**src/rtl/core/qear_pkg.sv**
```systemverilog
`timescale 1ns / 1ps

package qear_pkg;

  localparam int CORDIC_STEPS_DEF = 16;

  localparam int QW_W   = 16;  // quaternion / accel component
  localparam int ACC_W  = 60;  // multiply-accumulate register
  localparam int S_W    = 34;  // doubled quaternion sums, Q28
  localparam int T_W    = 33;  // intermediate Hamilton product terms
  localparam int MA_W   = 34;  // multiplier operand A
  localparam int MB_W   = 29;  // multiplier operand B
  localparam int CW     = 37;  // CORDIC x/y datapath
  localparam int ZW     = 25;  // CORDIC angle accumulator, centidegrees Q8
  localparam int ANG_W  = 17;  // rounded angle
  localparam int SQ_W   = 57;  // isqrt radicand
  localparam int ROOT_W = 29;  // isqrt root
  localparam int PC_W   = 6;
  localparam int OUT_W  = 16;
  localparam int PITCH_W = 15;

  localparam logic [PC_W-1:0] UOP_LAST = PC_W'(34);

  typedef enum logic [1:0] {
    CMD_ACCEL  = 2'd0,
    CMD_GYRO   = 2'd1,
    CMD_ROTVEC = 2'd2,
    CMD_MAG    = 2'd3
  } cmd_e;

  typedef enum logic [3:0] {
    A_QW, A_QI, A_QJ, A_QK, A_T0, A_T1, A_T2, A_T3, A_SP
  } a_sel_e;

  typedef enum logic [2:0] {
    B_QW, B_QI, B_QJ, B_QK, B_AX, B_AY, B_AZ, B_SP
  } b_sel_e;

  typedef enum logic [3:0] {
    D_NONE, D_SR, D_CR, D_SP, D_SY, D_CY, D_T0, D_T1, D_T2, D_T3,
    D_RX, D_RY, D_RZ, D_SQ
  } dst_e;

  typedef enum logic [1:0] {
    ANG_ROLL, ANG_PITCH, ANG_YAW
  } ang_sel_e;

  typedef enum logic [3:0] {
    ST_IDLE, ST_MAC, ST_SQRT_GO, ST_SQRT_WAIT, ST_ROLL_GO, ST_ROLL_WAIT,
    ST_PITCH_GO, ST_PITCH_WAIT, ST_YAW_GO, ST_YAW_WAIT, ST_PUSH
  } state_e;

  typedef struct packed {
    a_sel_e a;
    b_sel_e b;
    logic   neg;
    logic   first;
    dst_e   dst;
  } uop_t;

  typedef struct packed {
    logic     lat_accel;
    logic     lat_quat;
    logic     mac_en;
    uop_t     uop;
    logic     sqrt_start;
    logic     cord_start;
    ang_sel_e ang_sel;
    logic     load_out;
  } dp_cmd_t;

  typedef struct packed {
    logic pitch_sat;
    logic sqrt_done;
    logic cord_done;
  } dp_stat_t;

  function automatic uop_t mk(a_sel_e a, b_sel_e b, logic neg, logic first, dst_e dst);
    uop_t u;
    u.a = a;
    u.b = b;
    u.neg = neg;
    u.first = first;
    u.dst = dst;
    return u;
  endfunction

  // Microprogram: quaternion sums, Hamilton products, pitch sine squared.
  function automatic uop_t ucode(logic [PC_W-1:0] pc);
    uop_t u;
    unique case (pc)
      6'd0:  u = mk(A_QW, B_QI, 1'b0, 1'b1, D_NONE);
      6'd1:  u = mk(A_QJ, B_QK, 1'b0, 1'b0, D_SR);
      6'd2:  u = mk(A_QI, B_QI, 1'b0, 1'b1, D_NONE);
      6'd3:  u = mk(A_QJ, B_QJ, 1'b0, 1'b0, D_CR);
      6'd4:  u = mk(A_QW, B_QJ, 1'b0, 1'b1, D_NONE);
      6'd5:  u = mk(A_QK, B_QI, 1'b1, 1'b0, D_SP);
      6'd6:  u = mk(A_QW, B_QK, 1'b0, 1'b1, D_NONE);
      6'd7:  u = mk(A_QI, B_QJ, 1'b0, 1'b0, D_SY);
      6'd8:  u = mk(A_QJ, B_QJ, 1'b0, 1'b1, D_NONE);
      6'd9:  u = mk(A_QK, B_QK, 1'b0, 1'b0, D_CY);
      6'd10: u = mk(A_QI, B_AX, 1'b1, 1'b1, D_NONE);
      6'd11: u = mk(A_QJ, B_AY, 1'b1, 1'b0, D_NONE);
      6'd12: u = mk(A_QK, B_AZ, 1'b1, 1'b0, D_T0);
      6'd13: u = mk(A_QW, B_AX, 1'b0, 1'b1, D_NONE);
      6'd14: u = mk(A_QJ, B_AZ, 1'b0, 1'b0, D_NONE);
      6'd15: u = mk(A_QK, B_AY, 1'b1, 1'b0, D_T1);
      6'd16: u = mk(A_QW, B_AY, 1'b0, 1'b1, D_NONE);
      6'd17: u = mk(A_QK, B_AX, 1'b0, 1'b0, D_NONE);
      6'd18: u = mk(A_QI, B_AZ, 1'b1, 1'b0, D_T2);
      6'd19: u = mk(A_QW, B_AZ, 1'b0, 1'b1, D_NONE);
      6'd20: u = mk(A_QI, B_AY, 1'b0, 1'b0, D_NONE);
      6'd21: u = mk(A_QJ, B_AX, 1'b1, 1'b0, D_T3);
      6'd22: u = mk(A_T1, B_QW, 1'b0, 1'b1, D_NONE);
      6'd23: u = mk(A_T0, B_QI, 1'b1, 1'b0, D_NONE);
      6'd24: u = mk(A_T2, B_QK, 1'b1, 1'b0, D_NONE);
      6'd25: u = mk(A_T3, B_QJ, 1'b0, 1'b0, D_RX);
      6'd26: u = mk(A_T2, B_QW, 1'b0, 1'b1, D_NONE);
      6'd27: u = mk(A_T0, B_QJ, 1'b1, 1'b0, D_NONE);
      6'd28: u = mk(A_T3, B_QI, 1'b1, 1'b0, D_NONE);
      6'd29: u = mk(A_T1, B_QK, 1'b0, 1'b0, D_RY);
      6'd30: u = mk(A_T3, B_QW, 1'b0, 1'b1, D_NONE);
      6'd31: u = mk(A_T0, B_QK, 1'b1, 1'b0, D_NONE);
      6'd32: u = mk(A_T1, B_QJ, 1'b1, 1'b0, D_NONE);
      6'd33: u = mk(A_T2, B_QI, 1'b0, 1'b0, D_RZ);
      6'd34: u = mk(A_SP, B_SP, 1'b0, 1'b1, D_SQ);
      default: u = mk(A_QW, B_QW, 1'b0, 1'b1, D_NONE);
    endcase
    return u;
  endfunction

  // atan(2^-k) in centidegrees Q8
  function automatic logic [ZW-1:0] atan_tab(logic [4:0] k);
    logic [ZW-1:0] v;
    unique case (k)
      5'd0:  v = ZW'(1152000);
      5'd1:  v = ZW'(680065);
      5'd2:  v = ZW'(359328);
      5'd3:  v = ZW'(182400);
      5'd4:  v = ZW'(91554);
      5'd5:  v = ZW'(45822);
      5'd6:  v = ZW'(22916);
      5'd7:  v = ZW'(11459);
      5'd8:  v = ZW'(5730);
      5'd9:  v = ZW'(2865);
      5'd10: v = ZW'(1432);
      5'd11: v = ZW'(716);
      5'd12: v = ZW'(358);
      5'd13: v = ZW'(179);
      5'd14: v = ZW'(90);
      5'd15: v = ZW'(45);
      5'd16: v = ZW'(22);
      5'd17: v = ZW'(11);
      5'd18: v = ZW'(6);
      5'd19: v = ZW'(3);
      5'd20: v = ZW'(1);
      5'd21: v = ZW'(1);
      default: v = '0;
    endcase
    return v;
  endfunction

endpackage

```
**src/rtl/core/qear_ctrl.sv**
```systemverilog
`timescale 1ns / 1ps

module qear_ctrl
  import qear_pkg::*;
(
  input  logic     clk_i,
  input  logic     rst_ni,
  input  logic     in_valid_i,
  output logic     in_stall_o,
  input  logic [1:0] cmd_i,
  output logic     out_valid_o,
  input  logic     out_stall_i,
  output dp_cmd_t  dp_cmd_o,
  input  dp_stat_t dp_stat_i
);

  state_e          state_q, state_d;
  logic [PC_W-1:0] pc_q, pc_d;
  logic            out_valid_q, out_valid_d;
  logic            accept, out_free;

  assign accept   = in_valid_i && (state_q == ST_IDLE);
  assign out_free = !out_valid_q || !out_stall_i;

  always_comb begin
    state_d = state_q;
    pc_d    = pc_q;
    unique case (state_q)
      ST_IDLE: begin
        pc_d = '0;
        if (accept && cmd_e'(cmd_i) == CMD_ROTVEC) state_d = ST_MAC;
      end
      ST_MAC: begin
        pc_d = pc_q + 1'b1;
        if (pc_q == UOP_LAST) begin
          state_d = dp_stat_i.pitch_sat ? ST_ROLL_GO : ST_SQRT_GO;
        end
      end
      ST_SQRT_GO:   state_d = ST_SQRT_WAIT;
      ST_SQRT_WAIT: if (dp_stat_i.sqrt_done) state_d = ST_ROLL_GO;
      ST_ROLL_GO:   state_d = ST_ROLL_WAIT;
      ST_ROLL_WAIT: begin
        if (dp_stat_i.cord_done) begin
          state_d = dp_stat_i.pitch_sat ? ST_YAW_GO : ST_PITCH_GO;
        end
      end
      ST_PITCH_GO:   state_d = ST_PITCH_WAIT;
      ST_PITCH_WAIT: if (dp_stat_i.cord_done) state_d = ST_YAW_GO;
      ST_YAW_GO:     state_d = ST_YAW_WAIT;
      ST_YAW_WAIT:   if (dp_stat_i.cord_done) state_d = ST_PUSH;
      ST_PUSH:       if (out_free) state_d = ST_IDLE;
      default:       state_d = ST_IDLE;
    endcase
  end

  always_comb begin
    dp_cmd_o            = '0;
    dp_cmd_o.uop        = ucode(pc_q);
    dp_cmd_o.ang_sel    = ANG_ROLL;
    dp_cmd_o.lat_accel  = accept && cmd_e'(cmd_i) == CMD_ACCEL;
    dp_cmd_o.lat_quat   = accept && cmd_e'(cmd_i) == CMD_ROTVEC;
    dp_cmd_o.mac_en     = state_q == ST_MAC;
    dp_cmd_o.sqrt_start = state_q == ST_SQRT_GO;
    dp_cmd_o.cord_start = (state_q == ST_ROLL_GO) || (state_q == ST_PITCH_GO) ||
                          (state_q == ST_YAW_GO);
    if (state_q == ST_PITCH_GO || state_q == ST_PITCH_WAIT) begin
      dp_cmd_o.ang_sel = ANG_PITCH;
    end else if (state_q == ST_YAW_GO || state_q == ST_YAW_WAIT) begin
      dp_cmd_o.ang_sel = ANG_YAW;
    end
    dp_cmd_o.load_out   = (state_q == ST_PUSH) && out_free;
  end

  always_comb begin
    out_valid_d = out_valid_q;
    if (dp_cmd_o.load_out)         out_valid_d = 1'b1;
    else if (out_valid_q && !out_stall_i) out_valid_d = 1'b0;
  end

  always_ff @(posedge clk_i or negedge rst_ni) begin
    if (!rst_ni) begin
      state_q     <= ST_IDLE;
      pc_q        <= '0;
      out_valid_q <= 1'b0;
    end else begin
      state_q     <= state_d;
      pc_q        <= pc_d;
      out_valid_q <= out_valid_d;
    end
  end

  assign in_stall_o  = state_q != ST_IDLE;
  assign out_valid_o = out_valid_q;

endmodule

```
**config.mk**
```make
export PLATFORM = sky130hd
export DESIGN_NAME = qear_ctrl
export DESIGN_NICKNAME = d
export VERILOG_FILES = /design/src/rtl/core/qear_pkg.sv /design/src/rtl/core/qear_ctrl.sv
export SDC_FILE = /design/constraint.sdc
export NUM_CORES = 1
export LEC_CHECK = 0
export ABC_AREA = 1
export BUFFER_PORTS_ARGS = -buffer_cell sky130_fd_sc_hd__buf_2
export CAP_MARGIN = 20
export CORE_MARGIN = 2
export CORE_UTILIZATION = 30
export DETAILED_ROUTE_END_ITERATION = 16
export PLACE_DENSITY = 0.45
export SLEW_MARGIN = 20
export SYNTH_ARGS = -nofsm -noshare
export SYNTH_HDL_FRONTEND = slang
export SYNTH_SLANG_ARGS = --single-unit
```
**constraint.sdc**
```tcl
create_clock -name clk_i -period 3.05 [get_ports clk_i]
set_input_delay 0.4575 -clock clk_i [delete_from_list [all_inputs] [get_ports clk_i]]
set_output_delay 0.4575 -clock clk_i [all_outputs]
set_load 0.05 [all_outputs]
```
==> impl_metrics.xml <==
<?xml version="1.0" encoding="UTF-8"?>
<metrics>
  <group name="drt">
    <metric name="drt-initial-drc-count" unit="">151</metric>
    <metric name="route.antenna.remaining_nets" unit="">0</metric>
    <metric name="routed-via-count" unit="">1501</metric>
    <metric name="vias_per_cell" unit="">4.987</metric>
    <metric name="route.detailed.wl_per_inst" unit="um">12.76</metric>
    <metric name="remaining_drc_errors" unit="">0</metric>
    <metric name="wl" unit="um">3840</metric>
    <metric name="drtPass1Iterations" unit="">4</metric>
  </group>
  <group name="outcome">
    <metric name="status" unit="">finished clean</metric>
  </group>
  <group name="synthesis">
    <metric name="synthCells" unit="">221</metric>
    <metric name="yosysSeqAreaShare" unit="%">19.50</metric>
    <metric name="post_synth_and_or_nand_nor_area_fraction" unit="%">43.35</metric>
    <metric name="yosys.area_share.adder" unit="%">6.206</metric>
    <metric name="yosys.area_share.xor_xnor" unit="%">0.6206</metric>
    <metric name="synthMuxAreaShare" unit="%">0</metric>
    <metric name="synth-seq-cells" unit="">11</metric>
    <metric name="synth.top_cell.area_share" unit="%">19.50</metric>
    <metric name="synth_fp_nets" unit="">237</metric>
    <metric name="syn-cell-area" unit="sq mm">0.001411</metric>
    <metric name="yosys_warning_count" unit="">0</metric>
    <metric name="avgSynthCellArea" unit="sq um">6.386</metric>
    <metric name="synthDominantAreaCellType" unit="">sky130_fd_sc_hd__dfrtp_1</metric>
    <metric name="synth-compound-area-share" unit="%">19.95</metric>
    <metric name="ys_top_cells_by_area" unit="">sky130_fd_sc_hd__dfrtp_1, sky130_fd_sc_hd__nand2_1, sky130_fd_sc_hd__ha_1</metric>
    <metric name="combinational_family_with_the_most_area_after_synthesis" unit="">simple AND/OR/NAND/NOR gates</metric>
    <metric name="ys_types" unit="">32</metric>
  </group>
  <group name="worst_setup_path">
    <metric name="critical_path.n_buffers_inverters" unit="">3</metric>
    <metric name="critical_path_peak_fanout" unit="">8</metric>
    <metric name="crit_start" unit="">pc_q[0]</metric>
    <metric name="timing.critical_path.cells" unit="">inv_1 &gt; ha_1 &gt; inv_1 &gt; nand2_1 &gt; a21oi_1 &gt; o21ai_0 &gt; nand2_1 &gt; nand3_1 &gt; buf_2</metric>
    <metric name="endpoint_kind" unit="">output pin</metric>
    <metric name="timing.critical_path.required" unit="ns">2.59</metric>
    <metric name="reg2reg_start" unit="">pc_q[0]</metric>
    <metric name="timing.critical_path.from_type" unit="">register</metric>
    <metric name="worstPathArrival" unit="ns">2.18</metric>
    <metric name="timing.critical_path.slowest_cell_delay" unit="ns">0.47</metric>
    <metric name="cpLargestDelayFamily" unit="">buffers and inverters</metric>
    <metric name="timing_worst_setup_path_type" unit="">reg2out</metric>
    <metric name="critical_path.slowest_cell" unit="">sky130_fd_sc_hd__dfrtp_1</metric>
  </group>
  <group name="clocking">
    <metric name="cts-root-buf" unit="">sky130_fd_sc_hd__clkbuf_8</metric>
    <metric name="max-clock-path-buffers" unit="">2</metric>
    <metric name="cts_setup_buffers" unit="">0</metric>
    <metric name="numClockSinks" unit="">11</metric>
    <metric name="ctsHtreeMaxLevel" unit="">1</metric>
    <metric name="cts_hold_buffers" unit="">0</metric>
    <metric name="cts_tree" unit="">done</metric>
    <metric name="clock_buffer_count_from_cts" unit="">3</metric>
    <metric name="clkSlewWorstSetupHoldPaths" unit="ns">0.05</metric>
    <metric name="clk-insertion-delay-late" unit="ns">0.24</metric>
    <metric name="cts_repair_resize_count" unit="">0</metric>
  </group>
  <group name="hold_path">
    <metric name="holdCritPathClass" unit="">in2async</metric>
  </group>
  <group name="floorplanning">
    <metric name="dieArea" unit="sq mm">0.005269</metric>
    <metric name="number_of_ports_placed_on_the_die_boundary" unit="">32</metric>
    <metric name="die_x" unit="um">72.59</metric>
    <metric name="height_of_the_die" unit="um">72.59</metric>
    <metric name="rows" unit="">24</metric>
    <metric name="floorplan.core_area" unit="sq mm">0.004444</metric>
    <metric name="initial_utilization" unit="%">31.76</metric>
  </group>
  <group name="sta">
    <metric name="tightestPinTransition" unit="ns">0.6257</metric>
    <metric name="final.setup.tns" unit="ns">0</metric>
    <metric name="finalWorstPathRequiredPeriod" unit="ns">2.633</metric>
    <metric name="final.setup_skew" unit="ns">0.004122</metric>
    <metric name="finalMaxSlewViolations" unit="">0</metric>
    <metric name="timing_hold_violations_final" unit="">0</metric>
    <metric name="slew_headroom" unit="%">58.29</metric>
    <metric name="final_min_period_over_clock_period" unit="%">86.33</metric>
    <metric name="max_freq" unit="MHz">379.8</metric>
    <metric name="setup_repair_after_global_routing_missed_its_margin" unit="">false</metric>
    <metric name="setup_viol" unit="">0</metric>
  </group>
  <group name="grt">
    <metric name="grtUsageTotal" unit="%">15.75</metric>
    <metric name="via_count_of_the_first_global_routing_pass" unit="">1333</metric>
    <metric name="grt_remaining_overflow" unit="">0</metric>
    <metric name="grt_first_pass_wirelength" unit="um">6658</metric>
    <metric name="grt_start_max_net_pins" unit="">19</metric>
    <metric name="grt_antenna_before_repair" unit="">0</metric>
  </group>
  <group name="power_and_ir_drop">
    <metric name="power.net_switching" unit="uW">797.4</metric>
    <metric name="irDropWorstVdd" unit="mV">0.3608</metric>
    <metric name="power.sequential.fraction" unit="%">19.8</metric>
    <metric name="p_int" unit="uW">522.7</metric>
    <metric name="p_leak" unit="uW">0.0008546</metric>
    <metric name="share_of_total_power_in_the_clock_network" unit="%">11.2</metric>
    <metric name="switching_share" unit="%">60.40</metric>
    <metric name="combPwrFrac" unit="%">68.9</metric>
    <metric name="power_density_cells" unit="mW/mm^2">809.7</metric>
  </group>
  <group name="layout">
    <metric name="drive_gt1_share" unit="%">25.30</metric>
    <metric name="post-route-cell-area" unit="sq mm">0.001630</metric>
    <metric name="share_of_the_core_filled_with_cells_in_the_final_layout" unit="%">36.68</metric>
    <metric name="area_growth_syn_to_layout" unit="%">15.51</metric>
    <metric name="diodes" unit="">0</metric>
    <metric name="num-nets-final" unit="">266</metric>
  </group>
  <group name="place">
    <metric name="globalplace.congestion" unit="">0.8053</metric>
    <metric name="detailed_place_hpwl" unit="um">3060</metric>
    <metric name="port_buffers" unit="">31</metric>
    <metric name="place_area" unit="sq mm">0.001585</metric>
  </group>
  <group name="job">
    <metric name="timing.max_cap.violations" unit="">0</metric>
  </group>
</metrics>
==> through the flow <==
stage          hold WS, ns  instances  total power, uW  worst slack [ns]
5_1_grt             0.1010        301             1435            0.1419
3_5_place_dp        0.3474        297             1172            0.7052
6_report           0.08478        301             1320            0.4171
4_1_cts            0.09322        301             1328            0.4393
2_1_floorplan       0.1619        221            990.3            0.2814
3_3_place_gp        0.3471        297             1195            0.7114
==> cell usage after synthesis <==
library cell and count:
sky130_fd_sc_hd__o21ai_0 15, sky130_fd_sc_hd__dfrtp_1 11, sky130_fd_sc_hd__nor3_1 2, sky130_fd_sc_hd__a21oi_2 1
sky130_fd_sc_hd__inv_2 6, sky130_fd_sc_hd__o21a_1 3, sky130_fd_sc_hd__inv_4 1, sky130_fd_sc_hd__nand3_1 16
sky130_fd_sc_hd__buf_6 1, sky130_fd_sc_hd__buf_4 2, sky130_fd_sc_hd__a21oi_1 13, sky130_fd_sc_hd__o31ai_1 2
sky130_fd_sc_hd__inv_1 19, sky130_fd_sc_hd__nand3b_2 1, sky130_fd_sc_hd__nand3b_1 1, sky130_fd_sc_hd__nand2_4 3
sky130_fd_sc_hd__nor2_4 6, sky130_fd_sc_hd__buf_2 4, sky130_fd_sc_hd__nand2_2 4, sky130_fd_sc_hd__nor2_1 23
sky130_fd_sc_hd__nand4_2 1, sky130_fd_sc_hd__nand3_2 3, sky130_fd_sc_hd__xor2_1 1, sky130_fd_sc_hd__o21ai_1 7
sky130_fd_sc_hd__o21ai_4 1, sky130_fd_sc_hd__o22ai_1 1, sky130_fd_sc_hd__nor3_2 1, sky130_fd_sc_hd__ha_1 7
sky130_fd_sc_hd__nand4_1 4, sky130_fd_sc_hd__nand2_1 55, sky130_fd_sc_hd__nor2_2 1, sky130_fd_sc_hd__o211ai_1 5
==> logic make-up after synthesis <==
kind of cell / Yosys count
simple gates: 121
xor+xnor: 1
flops: 11
compound gates: 48
fa+ha+maj: 7
buf+inv: 33
==> power by group through the flow <==
stage          combinational [uW]  sequential, uW  clock (uW)
2_1_floorplan                 758             233           0
3_5_place_dp                  908             264           0
5_1_grt                      1000             272         158
3_3_place_gp                  929             266           0
6_report                      910             262         148
4_1_cts                       913             262         153
==> path summary, 6_finish.rpt <==
kind / slack, ns / endpoint / cells past startpoint
max reg2reg: 1.38 / state_q[3] / 7
min in group clk_i: 0.45 / out_valid_o / 3
max in group asynchronous: 2.75 / pc_q[3] / 1
min: 0.08 / pc_q[0] / 1
min reg2reg: 0.50 / out_valid_o / 2
max: 0.42 / dp_cmd_o[11] / 9
==> flip-flops by register name (all words and copies together), names as in the netlist <==
| name | cells |
|---|---|
| pc_q | 6 |
| state_q | 4 |
| out_valid_o | 1 |
==> layout by cell type, fill, tap and decap left out, drive strengths merged <==
| cell | netlist | routed |
|---|---|---|
| nand2 | 62 | 62 |
| buf | 7 | 31 |
| nor2 | 30 | 30 |
| inv | 26 | 26 |
| o21ai | 23 | 23 |
| nand3 | 19 | 19 |
| a21oi | 14 | 14 |
| dfrtp | 11 | 11 |
| ha | 7 | 7 |
| o211ai | 5 | 5 |
| nand4 | 5 | 5 |
| clkbuf | 0 | 4 |
| o21a | 3 | 3 |
| nor3 | 3 | 3 |
| o31ai | 2 | 2 |
| nand3b | 2 | 2 |
| o22ai | 1 | 1 |
| xor2 | 1 | 1 |
==> per-layer routing <==
layer  up-vias  share of wire, %  global-route usage (%)
met1       661                54                   25.59
met2        42                40                   22.12
met3         2               5.3                   2.486
met5         -                 0                       0
li1        796                 -                       -
met4         0              0.36                   1.852
==> area by class of cell <==
| cell class | count | area [sq um] |
|---|---|---|
| Fill cell | 515 | 2814 |
| Multi-Input combinational cell | 177 | 989.7 |
| Sequential cell | 11 | 275.3 |
| Timing Repair Buffer | 31 | 155.1 |
| Inverter | 26 | 100.1 |
| Tap cell | 52 | 65.06 |
| Clock buffer | 4 | 45.04 |
(Power assumes the default switching activity.)
